--- config.mk ---
export PLATFORM = sky130hd
export DESIGN_NAME = gsit_ctrl
export DESIGN_NICKNAME = d
export VERILOG_FILES = /design/src/hdl/gsit_pkg.sv /design/src/hdl/gsit_ctrl.sv
export SDC_FILE = /design/constraint.sdc
export NUM_CORES = 1
export LEC_CHECK = 0
export BUFFER_PORTS_ARGS = -buffer_cell sky130_fd_sc_hd__buf_2
export CORE_AREA = 3 3 40 42
export DETAILED_ROUTE_END_ITERATION = 6
export DIE_AREA = 0 0 43 45
export PLACE_DENSITY = 0.67
export SKIP_LAST_GASP = 1
export SLEW_MARGIN = 10
export SYNTH_ARGS = -nofsm -noshare
export SYNTH_HDL_FRONTEND = slang
export SYNTH_SLANG_ARGS = --single-unit
--- constraint.sdc ---
create_clock -name aclk -period 3.18 [get_ports aclk]
set_clock_uncertainty 0.15 [all_clocks]
set_input_delay 0 -clock aclk [delete_from_list [all_inputs] [get_ports aclk]]
set_output_delay 0 -clock aclk [all_outputs]
set_load 0.005 [all_outputs]
--- src/hdl/gsit_pkg.sv ---
// Package for the grouped sorted index table.
// Holds default sizes, the fixed field widths, the datapath operation codes and
// the controller/datapath status struct. No dependencies.
`default_nettype none

package gsit_pkg;

    // Default sizes handed to the top level parameters.
    localparam int MAX_GROUPS_DEF  = 64;
    localparam int MAX_MEMBERS_DEF = 16;
    localparam int NUM_MODES_DEF   = 4;
    localparam int MODE_BITS_DEF   = 8;

    // Fixed field widths of the item layouts.
    localparam int VIB_W    = 32;
    localparam int FULL_W   = 20;
    localparam int MONO_W   = 16;
    localparam int STATUS_W = 2;
    localparam int GPOS_W   = 6;
    localparam int MPOS_W   = 4;
    localparam int TOTAL_W  = 7;
    localparam int S_TDATA_W = 72;
    localparam int M_TDATA_W = 24;

    // Result status codes.
    localparam logic [STATUS_W-1:0] ST_ADDED = 2'd0;
    localparam logic [STATUS_W-1:0] ST_NEW   = 2'd1;
    localparam logic [STATUS_W-1:0] ST_DUP   = 2'd2;
    localparam logic [STATUS_W-1:0] ST_FULL  = 2'd3;

    // Datapath operations issued by the controller.
    typedef logic [4:0] op_t;
    localparam op_t OP_NONE   = 5'd0;
    localparam op_t OP_LOAD   = 5'd1;
    localparam op_t OP_GS_RD  = 5'd2;
    localparam op_t OP_GS_UPD = 5'd3;
    localparam op_t OP_GF_RD  = 5'd4;
    localparam op_t OP_GF_CHK = 5'd5;
    localparam op_t OP_CN_LD  = 5'd6;
    localparam op_t OP_MS_RD  = 5'd7;
    localparam op_t OP_MS_UPD = 5'd8;
    localparam op_t OP_MD_RD  = 5'd9;
    localparam op_t OP_MD_CHK = 5'd10;
    localparam op_t OP_MSH_RD = 5'd11;
    localparam op_t OP_MSH_WR = 5'd12;
    localparam op_t OP_MINS   = 5'd13;
    localparam op_t OP_GSH_RD = 5'd14;
    localparam op_t OP_GSH_WR = 5'd15;
    localparam op_t OP_GINS   = 5'd16;
    localparam op_t OP_FIN    = 5'd17;

    typedef struct packed {
        op_t op;
    } cmd_t;

    typedef struct packed {
        logic g_more;    // group search range not empty
        logic found;     // key held at the lower-bound position
        logic tbl_full;  // all groups in use
        logic g_shift;   // group entries still to move up
        logic m_more;    // member search range not empty
        logic m_stop;    // duplicate index or full group
        logic m_shift;   // member entries still to move up
        logic out_free;  // output register can take a result
    } stat_t;

endpackage

`default_nettype wire

--- src/hdl/gsit_ctrl.sv ---
// Controller state machine for the grouped sorted index table.
// Sequences the datapath through search, shift and insert. Uses gsit_pkg.
`default_nettype none

module gsit_ctrl (
    input  wire             aclk,
    input  wire             aresetn,
    input  wire             s_tvalid,
    output logic            s_tready,
    input  gsit_pkg::stat_t stat,
    output gsit_pkg::cmd_t  cmd
);

    localparam logic [3:0] S_IDLE    = 4'd0;
    localparam logic [3:0] S_GS_CHK  = 4'd1;
    localparam logic [3:0] S_GS_WAIT = 4'd2;
    localparam logic [3:0] S_GF_CHK  = 4'd3;
    localparam logic [3:0] S_CN_LD   = 4'd4;
    localparam logic [3:0] S_MS_CHK  = 4'd5;
    localparam logic [3:0] S_MS_WAIT = 4'd6;
    localparam logic [3:0] S_MD_CHK  = 4'd7;
    localparam logic [3:0] S_MSH_CHK = 4'd8;
    localparam logic [3:0] S_MSH_WR  = 4'd9;
    localparam logic [3:0] S_GSH_CHK = 4'd10;
    localparam logic [3:0] S_GSH_WR  = 4'd11;
    localparam logic [3:0] S_FIN     = 4'd12;

    logic [3:0] state_reg, state_next;

    always_ff @(posedge aclk) begin
        if (!aresetn) begin
            state_reg <= S_IDLE;
        end else begin
            state_reg <= state_next;
        end
    end

    // No item is taken while reset is held.
    assign s_tready = aresetn && (state_reg == S_IDLE);

    always_comb begin
        state_next = state_reg;
        cmd.op     = gsit_pkg::OP_NONE;
        case (state_reg)
            S_IDLE: begin
                if (s_tvalid && s_tready) begin
                    cmd.op     = gsit_pkg::OP_LOAD;
                    state_next = S_GS_CHK;
                end
            end
            S_GS_CHK: begin
                if (stat.g_more) begin
                    cmd.op     = gsit_pkg::OP_GS_RD;
                    state_next = S_GS_WAIT;
                end else begin
                    cmd.op     = gsit_pkg::OP_GF_RD;
                    state_next = S_GF_CHK;
                end
            end
            S_GS_WAIT: begin
                cmd.op     = gsit_pkg::OP_GS_UPD;
                state_next = S_GS_CHK;
            end
            S_GF_CHK: begin
                cmd.op = gsit_pkg::OP_GF_CHK;
                if (stat.found) begin
                    state_next = S_CN_LD;
                end else if (stat.tbl_full) begin
                    state_next = S_FIN;
                end else begin
                    state_next = S_GSH_CHK;
                end
            end
            S_CN_LD: begin
                cmd.op     = gsit_pkg::OP_CN_LD;
                state_next = S_MS_CHK;
            end
            S_MS_CHK: begin
                if (stat.m_more) begin
                    cmd.op     = gsit_pkg::OP_MS_RD;
                    state_next = S_MS_WAIT;
                end else begin
                    cmd.op     = gsit_pkg::OP_MD_RD;
                    state_next = S_MD_CHK;
                end
            end
            S_MS_WAIT: begin
                cmd.op     = gsit_pkg::OP_MS_UPD;
                state_next = S_MS_CHK;
            end
            S_MD_CHK: begin
                cmd.op     = gsit_pkg::OP_MD_CHK;
                state_next = stat.m_stop ? S_FIN : S_MSH_CHK;
            end
            S_MSH_CHK: begin
                if (stat.m_shift) begin
                    cmd.op     = gsit_pkg::OP_MSH_RD;
                    state_next = S_MSH_WR;
                end else begin
                    cmd.op     = gsit_pkg::OP_MINS;
                    state_next = S_FIN;
                end
            end
            S_MSH_WR: begin
                cmd.op     = gsit_pkg::OP_MSH_WR;
                state_next = S_MSH_CHK;
            end
            S_GSH_CHK: begin
                if (stat.g_shift) begin
                    cmd.op     = gsit_pkg::OP_GSH_RD;
                    state_next = S_GSH_WR;
                end else begin
                    cmd.op     = gsit_pkg::OP_GINS;
                    state_next = S_FIN;
                end
            end
            S_GSH_WR: begin
                cmd.op     = gsit_pkg::OP_GSH_WR;
                state_next = S_GSH_CHK;
            end
            S_FIN: begin
                if (stat.out_free) begin
                    cmd.op     = gsit_pkg::OP_FIN;
                    state_next = S_IDLE;
                end
            end
            default: begin
                state_next = S_IDLE;
            end
        endcase
    end

endmodule

`default_nettype wire

## Word-level counts from Yosys, hierarchy flattened

Index checks and enable logic that the tools add are counted.

- Logic and storage cells: 37
- Register bits after elaboration: 4
- Output and inout bits: 6

- Mux-type cells: 17
- Reduce and logical (&&, ||, !) cells: 5
- Equality and inequality tests: 14

Operators with widths:

| cell | number |
|---|---|
| $pmux W5 S13 | 1 |
| $pmux W4 S12 | 1 |
| $eq A4 B4 Y1 const B | 5 |
| $mux W3 | 6 |
| $eq A4 B3 Y1 const B | 4 |
| $mux W4 | 4 |
| $mux W5 | 2 |
| $eq A4 B2 Y1 const B | 2 |
| $eq A4 B1 Y1 const B | 1 |
| $logic_not A4 Y1 | 1 |
| $mux W1 | 3 |
| $logic_and A1 B1 Y1 | 2 |
| $ne A2 B1 Y1 const B | 1 |
| $ne A2 B2 Y1 const B | 1 |
| $reduce_and A2 Y1 | 1 |
| $reduce_or A2 Y1 | 1 |

## Longest topological paths before layout

Gate-level depths: netlist (run 1).

- Word-level depth: 5
- Mapped depth: 5
- Gate-level depth less buffers: 4

## Least setup slack after synthesis (run 1)

OpenSTA, ideal clock, no wires.

- Path kind: register to register
- From: register state_reg[1]
- To: register state_reg[2]
- Buffers on the path: 0
- Arrival: 0.959 ns
- Setup time: 0.087 ns
- Cell stages (with the launch flop): 5
- Path slack: 1.984 ns
- Path through: dfxtp_1 -> mux2i_1 -> nor4b_1 -> a31oi_1 -> o31ai_1

- Cells in the longest elaborated chain, start to end: 5
- Elaborated cells on any way between the ends: 20

RTL lines:

| item | line | RTL |
|---|---|---|
| start: declaration | gsit_ctrl.sv:28 | `logic [3:0] state_reg, state_next;` |
| start signal: assignment | gsit_ctrl.sv:34 | `state_reg <= state_next;` |
| parallel branches: the longest is 5 deep, another holds $pmux W4 S12 | n/a |  |

Several ways; the timed one is not identified.
A chain may end at the register's enable or synchronous reset.

## Final worst setup path (run 1)

- From: register state_reg[2]
- To: register state_reg[0]

Same word-level chain as after synthesis.

==> results of run 1 <==
==> routing by layer <==
layer	part of all wire	global-route usage
met5	0	0
met4	0.025	0.0843
met3	0.064	0.0478
met2	0.43	0.207
met1	0.48	0.198
==> placed cells by master, fill, tap and decap left out, types with 2 or more instances in the layout <==
cell           Yosys  final
dfxtp_1            4      4
a21oi_1            8      8
o31ai_1            2      2
nor2_1             6      6
mux2i_1            2      2
inv_1              2      2
a31oi_1            4      4
nand3_1            2      2
nand2_1            6      6
o21ai_1            3      3
buf_2              2     16
nor3_1             3      3
dlygate4sd3_1      0      6
nand2b_1           5      5
clkbuf_4           0      3
==> final timing paths <==
kind                     start            to  cells after the start
hold reg to reg   state_reg[3]  state_reg[2]                      1
hold / removal         stat[2]  state_reg[2]                      5
setup / recovery  state_reg[2]  state_reg[0]                      5
setup reg to reg  state_reg[2]  state_reg[0]                      5
==> repair_timing <==
action | 4_1_cts | 5_1_grt
hold buffers | 6 | 0
endpoints found under the hold margin | 4 | 0
resized for setup | 0 | 0
==> kinds of logic after synthesis <==
logic type | synth area share
and+or+nand+nor | 0.309
muxes | 0.0419
AOI/OAI and AO/OA | 0.356
DFF | 0.168
buffers and inverters | 0.107
xor gates and xnor gates | 0.0183
==> through the flow <==
step	hold WS (ns)	util
detailed placement	0.155	0.421
floorplan	-0.0147	-
global route	0.0373	0.485
CTS	0.0209	0.485
finish	0.0191	0.485
global placement	0.150	0.421
==> worst min-delay path: cells and delay by family <==
kind | cells | cell delay, ns
buffers and inverters | 1 | 0.08
AND/OR/NAND/NOR | 1 | 0.05
AO/OA/AOI/OAI | 3 | 0.26
==> final cells by class <==
cell class,count,area share
clock buffer,3,0.0361
inverter,4,0.0241
multi-input combinational,57,0.556
sequential,4,0.129
tap,15,0.0301
timing repair buffer,22,0.225
==> synthesized netlist by cell type <==
library cell / count
buf_2: 2
nand2b_1: 5
nand4_1: 1
o21bai_1: 1
o32ai_1: 1
xnor2_1: 1
nor2_1: 6
o21ai_1: 3
nand2_1: 6
nor4b_1: 1
a31oi_1: 4
o21ai_0: 1
a21o_1: 1
a21oi_1: 8
or2b_1: 1
nor3_1: 3
o31ai_1: 2
buf_4: 2
a22oi_1: 1
mux2i_1: 2
o221a_1: 1
buf_6: 1
nand2_2: 1
clkinv_1: 1
inv_1: 2
nand3_1: 2
and2b_1: 1
inv_2: 1
o22ai_1: 1
nor3_2: 1
dfxtp_1: 4
a22oi_2: 1
o2111ai_1: 1
==> power by group through the flow <==
stage	sequential [mW]	combinational [mW]	clock (mW)
after floorplan	0.0583	0.0596	0
after global placement	0.0701	0.0673	0
after detailed placement	0.0701	0.0678	0
after CTS	0.0692	0.0761	0.0677
after global routing	0.0715	0.0860	0.0716
final	0.0696	0.0755	0.0666
==> results.cfg, run 1 <==
[worst_setup_path]
crit_top_cell = dlygate4sd3_1
required_ns = 3.21
criticalPathCategory = flip-flop to flip-flop
path_buf_inv = 2
cp.arrival_ns = 2.54
cp_cell_sequence = mux2i_1, dlygate4sd3_1, nand2_1, a21oi_1, dlygate4sd3_1
cp_max_fo = 20
end_kind = flip-flop
reg2reg_slack_ns = 0.67
cpLargestDelayFamily = buffers and inverters
slowest_delay_ns = 0.75
critPathLaunchType = flip-flop
slowest_stage = dfxtp_1

[place]
io_buffer_count = 16
placed_area_sq_um = 541
pre_cts_ws_ns = 1.59
dp_cells = 96
hpwl_microns = 916
gp_congestion = 0.789

[die]
ios = 17
die_w_microns = 43
die_h_microns = 45
placement_rows = 13
dieArea_sq_mm = 0.00194
start_util = 0.372
core_area_sq_mm = 0.00128

[final_layout]
largest_reg_flops = 4
area_growth_pct = 30.4
regArea_sq_um = 80.1
fin_nets = 103
drive_above_1_share = 0.256
stdcell_area_sq_um = 623
antenna_cells = 0
fill_cells = 139
multi_input_area_sq_um = 347
instances_no_fill = 105

[pwr]
vdd_drop_max_mv = 0.232
p_sw_mw = 0.0735
powerDensity_mw_per_mm2 = 340
power.internal_mw = 0.138
power_frac_seq = 0.329
total_power_mw = 0.212
pwr-share-comb = 0.357
p_leak_nw = 0.256
switching_share = 0.347
p_clk_frac = 0.315

[sta]
period_needed_ns = 2.51
setup_viol = 0
tns_ns = 0
slew_headroom = 0.544
tightest_slew_ns = 0.684
drv_slew = 0
clock.fmax_ghz = 0.398
finalCritPeriodShare = 0.790
setup_slack_ns = 0.669
report.final.hold_viol_count = 0
rsz0062_at_grt = no

[routing]
wire_per_inst_microns = 11.9
antenna_left = 0
drcViolationCount = 0
dr.pass1.iters = 4
wl_microns = 1250
drtIter0Drc = 6
via_per_inst = 5.38
num_vias = 565

[clock_network]
htree_levels = 1
cts.sinks = 4
numCtsBuffers = 3
cts_tree = built
post_cts_buffers = 0
clockBufferDepth = 2
clock_latency_ns = 0.24
cts_root_buf = clkbuf_4
cts.clk_slew.worst_paths_ns = 0.04

[run]
max-cap-violations = 0

[synthesis]
synth_top_area_share = 0.168
yosysUniqueCellTypes = 33
synth_warnings = 0
synthCells = 70
ys_ff_latch = 4
seq_area_frac_synth = 0.168
syn-num-nets = 81
syn_area_sq_um = 478
ys_top_cells_by_area = dfxtp_1, a21oi_1, nand2b_1
syn_avg_cell_area_sq_um = 6.83
yosys.area.top_type = dfxtp_1

[grt]
grt_remaining_overflow = 0
grt.total_usage = 0.147
grt_pass1_vias = 509
antenna_found_initial = 0
grt_max_degree = 21
grt_pass1_wl_microns = 2100

[status]
outcome = completed

[hold_path]
worstHoldPathType = primary input to flip-flop
Power figures use the tool's default switching activity.
==> run 2, diff against run 1 <==
--- a/config.mk
+++ b/config.mk
@@ -9,7 +9,7 @@
 export CORE_AREA = 3 3 40 42
 export DETAILED_ROUTE_END_ITERATION = 6
 export DIE_AREA = 0 0 43 45
-export PLACE_DENSITY = 0.67
+export PLACE_DENSITY = 0.69
 export SKIP_LAST_GASP = 1
 export SLEW_MARGIN = 10
 export SYNTH_ARGS = -nofsm -noshare
==> constraint.sdc (replaced) <==
create_clock -name aclk -period 2.1 [get_ports aclk]
set_clock_uncertainty 0.15 [all_clocks]
set_input_delay 0 -clock aclk [delete_from_list [all_inputs] [get_ports aclk]]
set_output_delay 0 -clock aclk [all_outputs]
set_load 0.005 [all_outputs]
==> run 2 against run 1 <==
Die area unchanged; worst hold slack worse by 0.012 ns; non-clock buffer count unchanged; flip-flop and latch count unchanged; via count up 0.35%; critical path depth unchanged; clock-buffer cell count unchanged; critical endpoint unchanged; maximum frequency up 32%; core utilization down 0.19 points; clock power up 45%; setup slack worse by 0.48 ns; register-to-register slack worse by 0.48 ns.
==> results.cfg, run 2 (synthesized netlist as in run 1, its figures left out) <==
[pwr]
total_power_mw = 0.314
powerDensity_mw_per_mm2 = 506
vdd_drop_max_mv = 0.345
p_leak_nw = 0.254

[routing]
maxUsedRoutingLayer = met4
wl_met2_microns = 548
antenna_left = 0
wire_per_inst_microns = 11.8
dr.pass1.iters = 3
wl_microns = 1240
via_per_inst = 5.40
drtIter0Drc = 17
wl_met1_microns = 584
wl_met3_microns = 75
num_vias = 567
drcViolationCount = 0

[sta]
tns_ns = 0
setup_viol = 0
tightest_slew_ns = 0.517
timing.hold.ws_ns = 0.00663
finalCritPeriodShare = 0.909
slew_headroom = 0.655
drv_slew = 0
rsz0062_at_grt = no
setup_slack_ns = 0.191
period_needed_ns = 1.91
clock.fmax_ghz = 0.524
report.final.hold_viol_count = 0

[grt]
grt_max_degree = 17
grt_pass1_vias = 489
grt_remaining_overflow = 0
grt.total_usage = 0.137
grt_pass1_wl_microns = 2010
antenna_found_initial = 0

[place]
dp_cells = 97
gp_congestion = 0.789
pre_cts_ws_ns = 0.558
hpwl_microns = 897
placed_area_sq_um = 548
io_buffer_count = 16

[worst_setup_path]
critPathLaunchType = flip-flop
cpLargestDelayFamily = buffers and inverters
end_kind = flip-flop
path_buf_inv = 2
required_ns = 2.12
slowest_stage = dlygate4sd3_1
reg2reg_slack_ns = 0.19
cp_max_fo = 11
r2r_start = state_reg[2]
slowest_delay_ns = 0.56
cp.arrival_ns = 1.93
reg2reg_to = state_reg[0]
criticalPathCategory = flip-flop to flip-flop
reg2reg_depth = 5
cp_cell_sequence = buf_4, mux2i_1, dlygate4sd3_1, nand2_1, a21oi_1

[clock_network]
numCtsBuffers = 3
cts_root_buf = clkbuf_4
cts.clk_slew.worst_paths_ns = 0.04
clock_latency_ns = 0.24
cts.sinks = 4
htree_levels = 1
clockBufferDepth = 2
cts_tree = built

[hold_path]
worstHoldPathType = primary input to flip-flop
hold_end = state_reg[1]
holdPathStages = 4
hp-start = stat[5]

[die]
die_w_microns = 43
dieArea_sq_mm = 0.00194
ios = 17
placement_rows = 13
die_h_microns = 45
start_util = 0.372
core_area_sq_mm = 0.00128

[final_layout]
fin_util = 0.483
instances_no_fill = 105
stdcell_area_sq_um = 621
largest_reg_flops = 4
fin_nets = 103
area_growth_pct = 29.8
drive_above_1_share = 0.267
final_cell_mix = buf_2, a21oi_1, nor2_1, nand2_1
antenna_cells = 0
final_common_cell = buf_2

[status]
outcome = completed

[run]
max-cap-violations = 0
-- run 2: changes by cell type in the layout (fill, tap and decap cells not counted) --
cell / change
buf_4: +1
dlygate4sd3_1: -1
-- run 2: repair_timing --
action / CTS / global route
setup buffers: 0 / 0
gates resized for setup: 0 / 0
hold buffers: 5 / 0
hold endpoints to repair: 4 / 0
-- run 2: worst max path at each step --
stage	endpoint	slack, ns	from	cells after the start
3_3_place_gp	state_reg[2]	0.58	state_reg[1]	4
4_1_cts	state_reg[0]	0.20	state_reg[2]	5
5_1_grt	state_reg[0]	0.02	state_reg[2]	5
6_report	state_reg[0]	0.19	state_reg[2]	5
2_1_floorplan	state_reg[2]	0.90	state_reg[1]	4
3_5_place_dp	state_reg[2]	0.56	state_reg[1]	4
-- run 2: area by class of cell --
type,instances,area [sq um]
multi-input combinational,57,347
inverter,4,15.0
clock buffer,3,22.5
tap,15,18.8
fill,135,664
timing repair buffer,22,138
sequential,4,80.1
-- run 2: worst register-to-register path, cell delays in order (launching register included) --
cell	delay (ns)
dfxtp_1	0.51
buf_4	0.25
mux2i_1	0.18
dlygate4sd3_1	0.56
nand2_1	0.06
a21oi_1	0.13
-- run 2: layer usage --
| layer | GRT usage | vias up |
|---|---|---|
| met5 | 0 | - |
| met3 | 0.0359 | 4 |
| met4 | 0.0843 | 0 |
| met1 | 0.175 | 246 |
| met2 | 0.207 | 16 |
| li1 | - | 301 |
-- run 2: report_power, final --
part / total [mW] / switching, mW / internal [mW] / leakage, nW
Sequential: 0.103 / 0.0206 / 0.0825 / 0.0328
Combinational: 0.114 / 0.0540 / 0.0600 / 0.208
Clock: 0.0968 / 0.0328 / 0.0640 / 0.0138
